===== src/rtl/lbs_pkg.sv =====
// Shared constants, types and codes of the letterbox scaler.
package lbs_pkg;

    // frame store dimensions
    localparam int SRC_MAX_WIDTH  = 512;
    localparam int SRC_MAX_HEIGHT = 512;
    localparam int XW             = $clog2(SRC_MAX_WIDTH);
    localparam int YW             = $clog2(SRC_MAX_HEIGHT);
    localparam int DEPTH          = SRC_MAX_WIDTH * SRC_MAX_HEIGHT;
    localparam int ADDR_W         = $clog2(DEPTH);

    // field and register widths
    localparam int SRC_W     = 10;
    localparam int SCR_W     = 11;
    localparam int CFG_W     = 11;
    localparam int CFG_IDX_W = 2;
    localparam int COORD_W   = 10;
    localparam int RGBA_W    = 24;
    localparam int PIX_W     = 16;
    localparam int S_TDATA_W = 48;
    localparam int M_TDATA_W = 16;

    // register clamp limits
    localparam int SRC_LIMIT = 512;
    localparam int SCR_LIMIT = 1024;

    // fixed point
    localparam int Q16     = 16;
    localparam int DIV_W   = SRC_W + Q16;
    localparam int SCALE_W = DIV_W;
    localparam int OFF_W   = COORD_W;
    localparam int PROD_W  = OFF_W + SCALE_W;
    localparam int S_W     = PROD_W - Q16;
    localparam int CNT_W   = $clog2(DIV_W);

    // decoupling queue
    localparam int FIFO_DEPTH = 4;
    localparam int FPTR_W     = $clog2(FIFO_DEPTH);
    localparam int FCNT_W     = $clog2(FIFO_DEPTH + 1);

    // register indexes
    localparam logic [CFG_IDX_W-1:0] REG_SRC_W = 2'd0;
    localparam logic [CFG_IDX_W-1:0] REG_SRC_H = 2'd1;
    localparam logic [CFG_IDX_W-1:0] REG_SCR_W = 2'd2;
    localparam logic [CFG_IDX_W-1:0] REG_SCR_H = 2'd3;

    // register reset values
    localparam logic [SRC_W-1:0] RST_SRC_W = 10'd320;
    localparam logic [SRC_W-1:0] RST_SRC_H = 10'd240;
    localparam logic [SCR_W-1:0] RST_SCR_W = 11'd424;
    localparam logic [SCR_W-1:0] RST_SCR_H = 11'd240;

    // item opcodes
    localparam logic OP_WRITE = 1'b0;
    localparam logic OP_READ  = 1'b1;

    typedef enum logic [1:0] {
        K_WRITE,
        K_READ,
        K_BORDER
    } t_kind;

    // one queued command for the back end
    typedef struct packed {
        t_kind             kind;
        logic [ADDR_W-1:0] addr;
        logic [RGBA_W-1:0] rgba;
    } t_cmd;

    // geometry derived from the registers
    typedef struct packed {
        logic               valid;
        logic [SCALE_W-1:0] scale;
        logic [SCR_W-1:0]   start_x;
        logic [SCR_W-1:0]   end_x;
        logic [SCR_W-1:0]   start_y;
        logic [SCR_W-1:0]   end_y;
        logic [XW-1:0]      lim_x_m1;
        logic [YW-1:0]      lim_y_m1;
    } t_geom;

endpackage


===== src/rtl/lbs_geom.sv =====
// Configuration registers and sequential geometry solver with a shared divider.
module lbs_geom (
    input  logic                          i_clk,
    input  logic                          i_rst_n,
    input  logic                          i_cfg_we,
    input  logic [lbs_pkg::CFG_IDX_W-1:0] i_cfg_idx,
    input  logic [lbs_pkg::CFG_W-1:0]     i_cfg_data,
    output lbs_pkg::t_geom                o_geom
);

    typedef enum logic [2:0] {
        G_KX,
        G_KY,
        G_DW,
        G_DH,
        G_EDGE,
        G_DONE
    } t_gstate;

    t_gstate                        r_state;
    logic                           r_load;
    logic                           r_valid;
    logic [lbs_pkg::CNT_W-1:0]      r_cnt;
    logic [lbs_pkg::DIV_W-1:0]      r_rem;
    logic [lbs_pkg::DIV_W-1:0]      r_quo;
    logic [lbs_pkg::DIV_W-1:0]      r_dvs;
    logic [lbs_pkg::SRC_W-1:0]      r_src_w;
    logic [lbs_pkg::SRC_W-1:0]      r_src_h;
    logic [lbs_pkg::SCR_W-1:0]      r_scr_w;
    logic [lbs_pkg::SCR_W-1:0]      r_scr_h;
    logic [lbs_pkg::SCALE_W-1:0]    r_kx;
    logic [lbs_pkg::SCALE_W-1:0]    r_scale;
    logic [lbs_pkg::SCR_W-1:0]      r_dest_w;
    logic [lbs_pkg::SCR_W-1:0]      r_dest_h;
    logic [lbs_pkg::SCR_W-1:0]      r_start_x;
    logic [lbs_pkg::SCR_W-1:0]      r_end_x;
    logic [lbs_pkg::SCR_W-1:0]      r_start_y;
    logic [lbs_pkg::SCR_W-1:0]      r_end_y;

    logic [lbs_pkg::SRC_W-1:0]      sw;
    logic [lbs_pkg::SRC_W-1:0]      sh;
    logic [lbs_pkg::SCR_W-1:0]      scw;
    logic [lbs_pkg::SCR_W-1:0]      sch;
    logic [lbs_pkg::DIV_W-1:0]      dividend;
    logic [lbs_pkg::DIV_W-1:0]      divisor;
    logic [lbs_pkg::DIV_W:0]        shifted;
    logic                           ge;
    logic [lbs_pkg::DIV_W-1:0]      n_rem;
    logic [lbs_pkg::DIV_W-1:0]      n_quo;
    logic                           last;
    logic [lbs_pkg::SCALE_W-1:0]    n_scale;
    logic [lbs_pkg::SCR_W-1:0]      n_dest_w;
    logic [lbs_pkg::SCR_W-1:0]      n_dest_h;
    logic [lbs_pkg::SCR_W-1:0]      n_start_x;
    logic [lbs_pkg::SCR_W-1:0]      n_start_y;
    logic [31:0]                    lim_x;
    logic [31:0]                    lim_y;

    // clamp registers into their legal ranges
    always_comb begin
        sw  = (r_src_w == '0) ? lbs_pkg::SRC_W'(1) :
              (32'(r_src_w) > lbs_pkg::SRC_LIMIT) ? lbs_pkg::SRC_W'(lbs_pkg::SRC_LIMIT) : r_src_w;
        sh  = (r_src_h == '0) ? lbs_pkg::SRC_W'(1) :
              (32'(r_src_h) > lbs_pkg::SRC_LIMIT) ? lbs_pkg::SRC_W'(lbs_pkg::SRC_LIMIT) : r_src_h;
        scw = (r_scr_w == '0) ? lbs_pkg::SCR_W'(1) :
              (32'(r_scr_w) > lbs_pkg::SCR_LIMIT) ? lbs_pkg::SCR_W'(lbs_pkg::SCR_LIMIT) : r_scr_w;
        sch = (r_scr_h == '0) ? lbs_pkg::SCR_W'(1) :
              (32'(r_scr_h) > lbs_pkg::SCR_LIMIT) ? lbs_pkg::SCR_W'(lbs_pkg::SCR_LIMIT) : r_scr_h;
    end

    // operands of the current division
    always_comb begin
        unique case (r_state)
            G_KX: begin
                dividend = lbs_pkg::DIV_W'(sw) << lbs_pkg::Q16;
                divisor  = lbs_pkg::DIV_W'(scw);
            end
            G_KY: begin
                dividend = lbs_pkg::DIV_W'(sh) << lbs_pkg::Q16;
                divisor  = lbs_pkg::DIV_W'(sch);
            end
            G_DW: begin
                dividend = lbs_pkg::DIV_W'(sw) << lbs_pkg::Q16;
                divisor  = r_scale;
            end
            G_DH: begin
                dividend = lbs_pkg::DIV_W'(sh) << lbs_pkg::Q16;
                divisor  = r_scale;
            end
            default: begin
                dividend = '0;
                divisor  = '0;
            end
        endcase
    end

    // restoring divider, one quotient bit a cycle
    always_comb begin
        shifted = {r_rem, r_quo[lbs_pkg::DIV_W-1]};
        ge      = shifted >= {1'b0, r_dvs};
        n_rem   = ge ? lbs_pkg::DIV_W'(shifted - {1'b0, r_dvs}) : shifted[lbs_pkg::DIV_W-1:0];
        n_quo   = {r_quo[lbs_pkg::DIV_W-2:0], ge};
        last    = (r_cnt == lbs_pkg::CNT_W'(lbs_pkg::DIV_W - 1));
    end

    always_comb begin
        n_scale = (r_kx > n_quo) ? r_kx : n_quo;
        if (n_scale == '0) begin
            n_scale = lbs_pkg::SCALE_W'(1);
        end
        n_dest_w  = (n_quo > lbs_pkg::DIV_W'(scw)) ? scw : n_quo[lbs_pkg::SCR_W-1:0];
        n_dest_h  = (n_quo > lbs_pkg::DIV_W'(sch)) ? sch : n_quo[lbs_pkg::SCR_W-1:0];
        n_start_x = (scw - r_dest_w) >> 1;
        n_start_y = (sch - r_dest_h) >> 1;
        lim_x     = (32'(sw) < lbs_pkg::SRC_MAX_WIDTH)  ? 32'(sw) : lbs_pkg::SRC_MAX_WIDTH;
        lim_y     = (32'(sh) < lbs_pkg::SRC_MAX_HEIGHT) ? 32'(sh) : lbs_pkg::SRC_MAX_HEIGHT;
    end

    always_ff @(posedge i_clk) begin
        if (!i_rst_n) begin
            r_state <= G_KX;
            r_load  <= 1'b1;
            r_valid <= 1'b0;
            r_cnt   <= '0;
            r_src_w <= lbs_pkg::RST_SRC_W;
            r_src_h <= lbs_pkg::RST_SRC_H;
            r_scr_w <= lbs_pkg::RST_SCR_W;
            r_scr_h <= lbs_pkg::RST_SCR_H;
        end else if (i_cfg_we) begin
            unique case (i_cfg_idx)
                lbs_pkg::REG_SRC_W: r_src_w <= i_cfg_data[lbs_pkg::SRC_W-1:0];
                lbs_pkg::REG_SRC_H: r_src_h <= i_cfg_data[lbs_pkg::SRC_W-1:0];
                lbs_pkg::REG_SCR_W: r_scr_w <= i_cfg_data;
                lbs_pkg::REG_SCR_H: r_scr_h <= i_cfg_data;
            endcase
            // any write restarts the solve
            r_state <= G_KX;
            r_load  <= 1'b1;
            r_valid <= 1'b0;
        end else begin
            unique case (r_state)
                G_KX, G_KY, G_DW, G_DH: begin
                    if (r_load) begin
                        r_rem  <= '0;
                        r_quo  <= dividend;
                        r_dvs  <= divisor;
                        r_cnt  <= '0;
                        r_load <= 1'b0;
                    end else begin
                        r_rem <= n_rem;
                        r_quo <= n_quo;
                        r_cnt <= r_cnt + 1'b1;
                        if (last) begin
                            r_load <= 1'b1;
                            unique case (r_state)
                                G_KX: begin
                                    r_kx    <= n_quo;
                                    r_state <= G_KY;
                                end
                                G_KY: begin
                                    r_scale <= n_scale;
                                    r_state <= G_DW;
                                end
                                G_DW: begin
                                    r_dest_w <= n_dest_w;
                                    r_state  <= G_DH;
                                end
                                default: begin
                                    r_dest_h <= n_dest_h;
                                    r_state  <= G_EDGE;
                                end
                            endcase
                        end
                    end
                end
                G_EDGE: begin
                    r_start_x <= n_start_x;
                    r_end_x   <= n_start_x + r_dest_w;
                    r_start_y <= n_start_y;
                    r_end_y   <= n_start_y + r_dest_h;
                    r_valid   <= 1'b1;
                    r_state   <= G_DONE;
                end
                G_DONE: begin
                    r_valid <= 1'b1;
                end
                default: begin
                    r_state <= G_KX;
                    r_load  <= 1'b1;
                end
            endcase
        end
    end

    always_comb begin
        o_geom.valid    = r_valid;
        o_geom.scale    = r_scale;
        o_geom.start_x  = r_start_x;
        o_geom.end_x    = r_end_x;
        o_geom.start_y  = r_start_y;
        o_geom.end_y    = r_end_y;
        o_geom.lim_x_m1 = lbs_pkg::XW'(lim_x - 32'd1);
        o_geom.lim_y_m1 = lbs_pkg::YW'(lim_y - 32'd1);
    end

endmodule


===== config.mk =====
export PLATFORM = sky130hd
export DESIGN_NAME = lbs_geom
export DESIGN_NICKNAME = d
export VERILOG_FILES = /design/src/rtl/lbs_pkg.sv /design/src/rtl/lbs_geom.sv
export SDC_FILE = /design/constraint.sdc
export NUM_CORES = 1
export LEC_CHECK = 0
export BUFFER_PORTS_ARGS = -buffer_cell sky130_fd_sc_hd__buf_2
export CAP_MARGIN = 5
export CORE_MARGIN = 2
export CORE_UTILIZATION = 55
export CTS_BUF_LIST = sky130_fd_sc_hd__clkbuf_4
export DETAILED_ROUTE_END_ITERATION = 12
export PLACE_DENSITY = 0.74
export SYNTH_ARGS = -nofsm -noshare
export SYNTH_HDL_FRONTEND = slang
export SYNTH_SLANG_ARGS = --single-unit

===== constraint.sdc =====
create_clock -name i_clk -period 6.72 [get_ports i_clk]
set_clock_uncertainty 0.1 [all_clocks]
set_input_delay 0.672 -clock i_clk [delete_from_list [all_inputs] [get_ports i_clk]]
set_output_delay 0.672 -clock i_clk [all_outputs]
set_load 0.02 [all_outputs]

==> results.cfg, run 1 <==
[routing]
dr.pass1.iters = 8
vias = 10800
drtAntennaViolNets = 0
wl_um = 34620
drc = 0
drt_iter0_drc = 947
via_per_inst = 5.693
post_drt_wl_per_cell_um = 18.25

[clocking]
clockBufferDepth = 3
postCtsHoldBufs = 0
numCtsBuffers = 69
cts_sinks = 246
postCtsSetupBuffers = 0
htreeDepth = 3
cts_resized = 0
cts_tree = done
cts_root_buf = clkbuf_4
clk_pin_slew_worst_paths_ns = 0.07
clkLatencyLatePin_ns = 0.66

[power_and_ir_drop]
power_frac_comb = 0.118
peakVddDrop_mv = 0.2193
p_per_area_nw_per_um2 = 222.6
power_frac_seq = 0.481
p_leak_nw = 6.780
switching_power_uw = 924.7
switching_share = 0.2600
internal-power_mw = 2.631
clockPowerShare = 0.400

[synthesis]
synth_cell_types = 80
synth-main-ff-cell = edfxtp_1
ys_seq_elements = 246
synthCells = 1379
synthArstFlopShare = 0
synth_edf_count = 194
synth-seq-area-share = 0.4828
synth_area_um2 = 14220
yosys_warnings = 0
avgSynthCellArea_um2 = 10.31

[sta]
fin_setup_tns_ns = 0
slew_violations = 0
fin_crit_sh = 0.6985
rsz0062_at_grt = false
tightest_slew_ns = 1.115
setup_viol = 0
hold_viol = 0
fmax_mhz = 213.0
min_period_ns = 4.694
relSlewSlack = 0.2555
timing.hold.ws_ns = 0.1949

[floorplanning]
rows = 58
die_h_um = 164.8
ioPinCount = 105
coreArea_um2 = 25250
die_area_um2 = 27160
initial_core_util = 0.5632
fp.dieW_um = 164.8

[worst_hold_path]
hold_class = in2reg
hold_depth = 3

[grt]
grt_pass1_vias = 10400
grt_pass1_wl_um = 55010
antenna_found_initial = 1
overflow = 0
grt_max_degree = 67
grt_use_total = 0.2600

[critical_path]
critPathMaxFanout = 25
r2r_cells = 18
cp-end-kind = flip-flop
worstPathRequired_ns = 7.03
cp.arrival_ns = 5.01
critPathKind = reg2reg
rrSetupSlack_ns = 2.03
critPathLaunchType = flip-flop

[place]
gp_congestion = 0.9178
io_buffers = 102
hpwl_um = 24670

[final_layout]
layout.nets = 1654
layout_commonest_cell = edfxtp_1
most-common-layout-cells = edfxtp_1, nand2_1, inv_1
drive_gt1_frac = 0.1782
area_delta_synth_final_pct = 12.30
utilization = 0.6325

[run_status]
status = finished clean

[job]
maxCapViolCount = 0
[flip-flops by register name (all words and copies together), names as in the netlist, 3 cells and up]
name / cells
r_cnt: 5
r_state: 3
r_rem: 26
r_end_y: 11
r_scale: 26
r_kx: 26
r_start_y: 10
r_start_x: 10
r_quo: 26
r_src_w: 10
r_dvs: 26
r_end_x: 11
r_scr_h: 11
r_dest_h: 11
r_src_h: 10
r_scr_w: 11
r_dest_w: 11
[worst paths after layout]
check	start	to
max	r_rem[3]$_SDFFCE_PP0P_	r_dest_h[0]$_DFFE_PP_
min	i_cfg_data[8]	r_src_w[8]$_SDFFE_PN1P_
max reg2reg	r_rem[3]$_SDFFCE_PP0P_	r_dest_h[0]$_DFFE_PP_
min reg2reg	r_valid$_SDFFE_PN0P_	r_valid$_SDFFE_PN0P_
[layer usage]
metal  global-route usage  wire length, um
met4              0.07549              558
met2               0.4192            16170
met5                    0                0
met1               0.3591            15430
met3              0.04972             2462
[synthesized netlist by cell type (all sizes together), types with 7 or more instances]
cell	number	area, um^2
inv	118	442.9
dfxtp	52	1041
and2	20	125.1
nand2	148	560.5
xnor2	49	429.2
o21ai	42	210.2
nand2b	15	93.84
xor2	19	166.4
a22oi	7	52.55
o21bai	9	67.56
a21boi	22	165.2
nor4	16	112.6
ha	116	1451
clkbuf	33	123.9
nor2b	24	150.1
nor2	99	374.1
a21o	33	247.7
mux2i	36	360.4
mux2	29	326.6
nand3	35	175.2
nand4	16	100.1
buf	16	85.08
nor3	18	95.09
a211oi	11	87.58
a21oi	114	574.3
edfxtp	194	5826
[cell families (layout without fill, tap and decap cells)]
kind of cell	after synthesis	count (layout)	synth area share
AOI/OAI and AO/OA	291	291	0.1309
xor gates and xnor gates	68	68	0.04187
adders and majority gates	121	121	0.1091
buffers and inverters	168	354	0.04609
DFF	246	246	0.4828
muxes	65	65	0.04829
other	1	3	0.0002636
and+or+nand+nor	419	419	0.1407
[power by group through the flow]
stage	sequential, mW	combinational, mW	clock, mW
floorplan	1.73	0.321	0
global placement	1.74	0.407	0
detailed placement	1.74	0.416	0
CTS	1.71	0.419	1.46
global route	1.71	0.468	1.54
finish	1.71	0.421	1.42
[worst max-delay path, cell delays in order, from the launching register on]
cell,delay (ns)
edfxtp_1,0.40
ha_1,0.40
a211oi_1,0.29
nor2_1,0.11
nor3_2,0.33
o31ai_4,0.16
o211ai_2,0.22
nand2_2,0.08
inv_2,0.42
ha_1,0.24
nor2b_1,0.05
o21a_1,0.16
o21a_1,0.15
o21ai_0,0.18
a21boi_0,0.12
a2111oi_0,0.41
o21ai_1,0.12
buf_4,0.23
mux2_2,0.28
[through the flow]
| step | std cells | instance area (um^2) | power [mW] | setup slack (ns) |
|---|---|---|---|---|
| 6_report | 1897 | 15970 | 3.556 | 2.026 |
| 3_5_place_dp | 1776 | 15070 | 2.159 | 2.141 |
| 2_1_floorplan | 1380 | 14230 | 2.051 | 2.186 |
| 4_1_cts | 1896 | 15970 | 3.585 | 2.122 |
| 3_3_place_gp | 1776 | 15070 | 2.149 | 2.218 |
| 5_1_grt | 1897 | 15970 | 3.724 | 1.611 |
[area by class of cell]
cell class,count,area (um^2)
clock inverters,23,168.9
clock buffers,97,728.2
well taps,330,412.9
fillers,2131,9281
flip-flops and latches,246,6868
inverters,119,446.7
diodes,1,2.502
multi-input cells,966,6738
repair buffers,115,608.1
Note: power is estimated with default switching activity, not from simulation.
==> inputs of run 2 (changes only) <==
clock period = 4.5 ns   (was 6.72 ns; I/O delays follow)
==> run 2 against run 1 <==
Critical path depth unchanged. Combinational power increased by 53%. Largest cell class unchanged. Total power up 46%. Clock-buffer cell count up 1. Die area unchanged. First-iteration DRC count shrank 12%. Worst hold slack worse by 0.13 ns.
==> results.cfg, run 2 (same netlist as run 1, synthesis figures left out) <==
[floorplanning]
initial_core_util = 0.5632
die_h_um = 164.8
coreArea_um2 = 25250
die_area_um2 = 27160
ioPinCount = 105
rows = 58
fp.dieW_um = 164.8

[routing]
wl_um = 35080
post_drt_wl_per_cell_um = 18.33
via_per_inst = 5.743
vias = 10990
drtAntennaViolNets = 0
drt_iter0_drc = 837
drc = 0
dr.pass1.iters = 5

[critical_path]
worstSetupEndpoint = r_dest_h[7]$_DFFE_PP_
r2r-start = r_rem[13]$_SDFFCE_PP0P_
slowest_stage = edfxtp_1
r2r_cells = 18
worstPathRequired_ns = 4.75
path_delay_family = compound AO/OA/AOI/OAI gates
cp-end-kind = flip-flop
critPathMaxFanout = 10
critPathLaunchType = flip-flop
rrSetupSlack_ns = 0.24
regToRegEndpoint = r_dest_h[7]$_DFFE_PP_
crit_path_max_incr_delay_ns = 0.39
critPathKind = reg2reg
cp_num_cells = 18
cp_cell_sequence = ha_1, and4_4, and2_1, a211oi_2, o31ai_4, o211ai_2, nand2_2, inv_4, ha_1, nor2b_1, o21a_1, o21a_1, o21ai_0, a21boi_0, a2111oi_1, o21ai_1, buf_4, mux2i_1
cp.arrival_ns = 4.51
crit_start = r_rem[13]$_SDFFCE_PP0P_
crit_buf_inv = 2

[power_and_ir_drop]
power_frac_comb = 0.124
switching_power_mw = 1.365
p_leak_nw = 6.839
peakVddDrop_mv = 0.2478
switching_share = 0.2630
internal-power_mw = 3.826
clockPowerShare = 0.383
p_per_area_nw_per_um2 = 322.1
power_frac_seq = 0.492

[final_layout]
layout_commonest_cell = edfxtp_1
most-common-layout-cells = edfxtp_1, nand2_1, inv_1
area_delta_synth_final_pct = 13.29
seq_area_um2 = 6868
drive_gt1_frac = 0.1826
layout.nets = 1674
multiInputGateArea_um2 = 6755
fillers = 2072

[clocking]
clockBufferDepth = 3
cts_tree = done
cts_sinks = 246
numCtsBuffers = 68
clk_pin_slew_worst_paths_ns = 0.06
cts_root_buf = clkbuf_4
postCtsSetupBuffers = 0
htreeDepth = 3
clkLatencyLatePin_ns = 0.67

[sta]
fin_setup_tns_ns = 0
setup_viol = 0
hold_viol = 0
finalWorstSetupSlack_ns = 0.2428
fmax_mhz = 234.9
relSlewSlack = 0.3390
rsz0062_at_grt = false
slew_violations = 0
fin_crit_sh = 0.9460
min_period_ns = 4.257
tightest_slew_ns = 0.9872

[run_status]
status = finished clean

[place]
io_buffers = 102
hpwl_um = 25060
post-place-ws_ns = 0.2192
gp_congestion = 0.9630

[worst_hold_path]
hold_class = in2reg

[grt]
grt_use_total = 0.2619
grt_pass1_wl_um = 55650
antenna_found_initial = 1
grt_max_degree = 67
overflow = 0
grt_pass1_vias = 10850

[job]
maxCapViolCount = 0
run 2: changes by cell type in the layout (fill, tap and decap cells not counted), moves of 2 or more:
cell / change
ha_2: +3
clkinv_2: -2
dlygate4sd3_1: +12
ha_1: -3
buf_4: +9
bufinv_16: -2
run 2: power by group through the flow:
stage                     combinational (mW)  clock (mW)  sequential [mW]
final                                  0.645        1.99             2.56
after CTS                              0.639        2.04             2.55
after global routing                   0.719        2.15             2.56
after detailed placement               0.626           0             2.60
after floorplan                        0.480           0             2.58
after global placement                 0.612           0             2.60
run 2: routing by layer:
layer | track usage | vias up | part of all wire
met5 | 0 | - | 0
met3 | 0.05600 | 72 | 0.076
met4 | 0.1000 | 0 | 0.026
li1 | - | 5300 | -
met2 | 0.4192 | 416 | 0.46
met1 | 0.3503 | 5204 | 0.44
run 2: worst register-to-register path, cell delays in order (launching register included):
cell       delay, ns
edfxtp_1        0.39
ha_1            0.38
and4_4          0.21
and2_1          0.17
a211oi_2        0.33
o31ai_4         0.18
o211ai_2        0.22
nand2_2         0.13
inv_4           0.18
ha_1            0.17
nor2b_1         0.04
o21a_1          0.16
o21a_1          0.15
o21ai_0         0.16
a21boi_0        0.12
a2111oi_1       0.33
o21ai_1         0.18
buf_4           0.23
mux2i_1         0.12
run 2: worst min path at each step:
| stage | slack [ns] | cells after the start | from | to |
|---|---|---|---|---|
| final | 0.06 | 3 | i_cfg_we | r_load$_SDFFE_PN1N_ |
| after global routing | 0.07 | 3 | i_cfg_we | r_load$_SDFFE_PN1N_ |
| after CTS | 0.005 | 3 | i_cfg_we | r_load$_SDFFE_PN1N_ |
| after detailed placement | 0.36 | 0 | r_quo[11]$_SDFFCE_PP0P_ | r_kx[12]$_DFFE_PP_ |
| after global placement | 0.36 | 0 | r_quo[11]$_SDFFCE_PP0P_ | r_kx[12]$_DFFE_PP_ |
| after floorplan | 0.33 | 2 | r_valid$_SDFFE_PN0P_ | r_valid$_SDFFE_PN0P_ |
run 2: timing repair:
| action | CTS | global route |
|---|---|---|
| endpoints found under the hold margin | 36 | 0 |
| gates resized for setup | 0 | 9 |
| setup endpoints to repair | 0 | 12 |
| hold buffers | 12 | 0 |
run 2: per-stage QoR:
stage / power [mW] / instances / util / instance area, um^2 / hold WS [ns]
floorplan: 3.063 / 1380 / - / 14230 / 0.3259
global placement: 3.213 / 1785 / 0.5995 / 15140 / 0.3629
detailed placement: 3.228 / 1785 / 0.5995 / 15140 / 0.3601
CTS: 5.230 / 1913 / 0.6372 / 16090 / 0.005195
global route: 5.428 / 1914 / 0.6381 / 16110 / 0.07020
finish: 5.190 / 1914 / 0.6381 / 16110 / 0.06173
run 2: final cells by class:
class | count | share of cell area
timing repair buffer | 136 | 0.04938
inverter | 119 | 0.02787
clock buffer | 98 | 0.04566
tap | 330 | 0.02562
antenna | 1 | 0.0001553
clock inverter | 18 | 0.005901
multi-input combinational | 966 | 0.4192
sequential | 246 | 0.4262
==> inputs of run 3 (changes only) <==
RECOVER_POWER = 50   (was unset)
==> run 3 against run 2 <==
The run now ends with capacitance limit, slew limit left. Worst hold slack worse by 0.0029 ns. Worst setup slack better by 0.024 ns. Core utilization down 0.54 points. Clock-buffer cell count unchanged. Via count up 0.13%. Sequential cell count unchanged. Design area down 0.84%. Fmax up 0.56%. Highest routed layer unchanged.
==> results.cfg, run 3 (same netlist as run 1, synthesis figures left out) <==
[sta]
setup_viol = 0
fin_setup_tns_ns = 0
tightest_slew_ns = 3.156
min_period_ns = 4.234
fin_crit_sh = 0.9408
slew_violations = 168
hold_viol = 0
relSlewSlack = -1.104
fmax_mhz = 236.2
rsz0062_at_grt = false

[floorplanning]
fp.dieW_um = 164.8
coreArea_um2 = 25250
ioPinCount = 105
rows = 58
die_area_um2 = 27160
die_h_um = 164.8
initial_core_util = 0.5632

[clocking]
postCtsSetupBuffers = 0
cts_sinks = 246
clk_pin_slew_worst_paths_ns = 0.06
cts_tree = done
htreeDepth = 3
cts_root_buf = clkbuf_4
clockBufferDepth = 3
numCtsBuffers = 68
clkLatencyLatePin_ns = 0.68

[power_and_ir_drop]
p_total_mw = 5.194
power_frac_seq = 0.492
p_per_area_nw_per_um2 = 325.1
peakVddDrop_mv = 0.2453
switching_power_mw = 1.367
switching_share = 0.2633
internal-power_mw = 3.827
clockPowerShare = 0.384
power_frac_comb = 0.124
p_leak_nw = 6.605

[place]
hpwl_um = 25060
gp_congestion = 0.9630
place_inst = 1785
io_buffers = 102

[final_layout]
layout.cells.non_filler = 1914
layout.nets = 1674
utilization = 0.6327
area_delta_synth_final_pct = 12.34
most-common-layout-cells = edfxtp_1, nand2_1, inv_1
drive_gt1_frac = 0.1314
layout_commonest_cell = edfxtp_1

[grt]
grt_use_total = 0.2619
grt_max_degree = 67
overflow = 0
grt_pass1_vias = 10850
grt_pass1_wl_um = 55650
antenna_found_initial = 1

[critical_path]
worstPathRequired_ns = 4.76
cp.arrival_ns = 4.49
critPathLaunchType = flip-flop
critPathKind = reg2reg
cp-end-kind = flip-flop
critPathMaxFanout = 10

[routing]
vias = 11010
drt_iter0_drc = 795
via_per_inst = 5.750
dr.pass1.iters = 5
drc = 0
drtAntennaViolNets = 0
post_drt_wl_per_cell_um = 18.35
wl_um = 35110

[run_status]
status = finished with violations
violations = capacitance limit, slew limit

[worst_hold_path]
hold_class = in2reg

[job]
maxCapViolCount = 4
run 3: cell count changes in the layout (fill, tap and decap cells not counted), moves of 8 or more:
cell | previous run | this run
buf_4 | 22 | 14
buf_2 | 102 | 32
and2_0 | 0 | 10
and2_1 | 19 | 9
clkbuf_1 | 0 | 77
run 3: area by class of cell:
type / count / area, um^2
well taps: 330 / 412.9
diodes: 1 / 2.502
clock inverters: 18 / 95.09
repair buffers: 136 / 679.4
inverters: 119 / 449.2
clock buffers: 98 / 735.7
fillers: 2121 / 9275
flip-flops and latches: 246 / 6867
multi-input cells: 966 / 6738
run 3: power groups by stage:
stage               Combinational [mW]  Clock [mW]  Sequential (mW)
global placement                 0.612           0             2.60
global route                     0.721        2.15             2.56
detailed placement               0.626           0             2.60
finish                           0.646        1.99             2.56
floorplan                        0.480           0             2.58
CTS                              0.639        2.04             2.55
run 3: what timing repair did:
action | in CTS | in global routing
endpoints found under the setup margin | 0 | 12
gates resized for setup | 0 | 9
endpoints found under the hold margin | 36 | 0
hold buffers | 12 | 0
run 3: through the flow:
step	setup slack, ns	hold WS [ns]	instance area [um^2]
2_1_floorplan	0.1880	0.3259	14230
3_3_place_gp	0.3233	0.3629	15140
3_5_place_dp	0.2192	0.3601	15140
4_1_cts	0.1079	0.005195	16090
5_1_grt	0.001874	0.07086	15980
6_report	0.2665	0.05879	15980
run 3: worst paths after layout:
check                     startpoint  cells past startpoint  slack, ns                    end
max          r_rem[13]$_SDFFCE_PP0P_                     18       0.27  r_dest_h[7]$_DFFE_PP_
min                         i_cfg_we                      3       0.06    r_load$_SDFFE_PN1N_
max reg2reg  r_rem[13]$_SDFFCE_PP0P_                     18       0.27  r_dest_h[7]$_DFFE_PP_
min reg2reg  r_quo[10]$_SDFFCE_PP0P_                      0       0.38     r_kx[11]$_DFFE_PP_
run 3: worst max-delay path, stage by stage, from the launching register on:
cell and delay [ns]:
edfxtp_1 0.39, ha_1 0.39, and4_4 0.21, and2_1 0.17
a211oi_2 0.33, o31ai_4 0.17, o211ai_2 0.22, nand2_2 0.13
inv_4 0.18, ha_1 0.17, nor2b_1 0.04, o21a_1 0.16
o21a_1 0.15, o21ai_0 0.16, a21boi_0 0.12, a2111oi_1 0.33
o21ai_1 0.18, buf_4 0.23, mux2i_1 0.12
run 3: layer usage:
layer | share of wire | global-route usage
met1 | 0.44 | 0.3503
met3 | 0.074 | 0.05600
met2 | 0.46 | 0.4192
met4 | 0.027 | 0.1000
met5 | 0 | 0
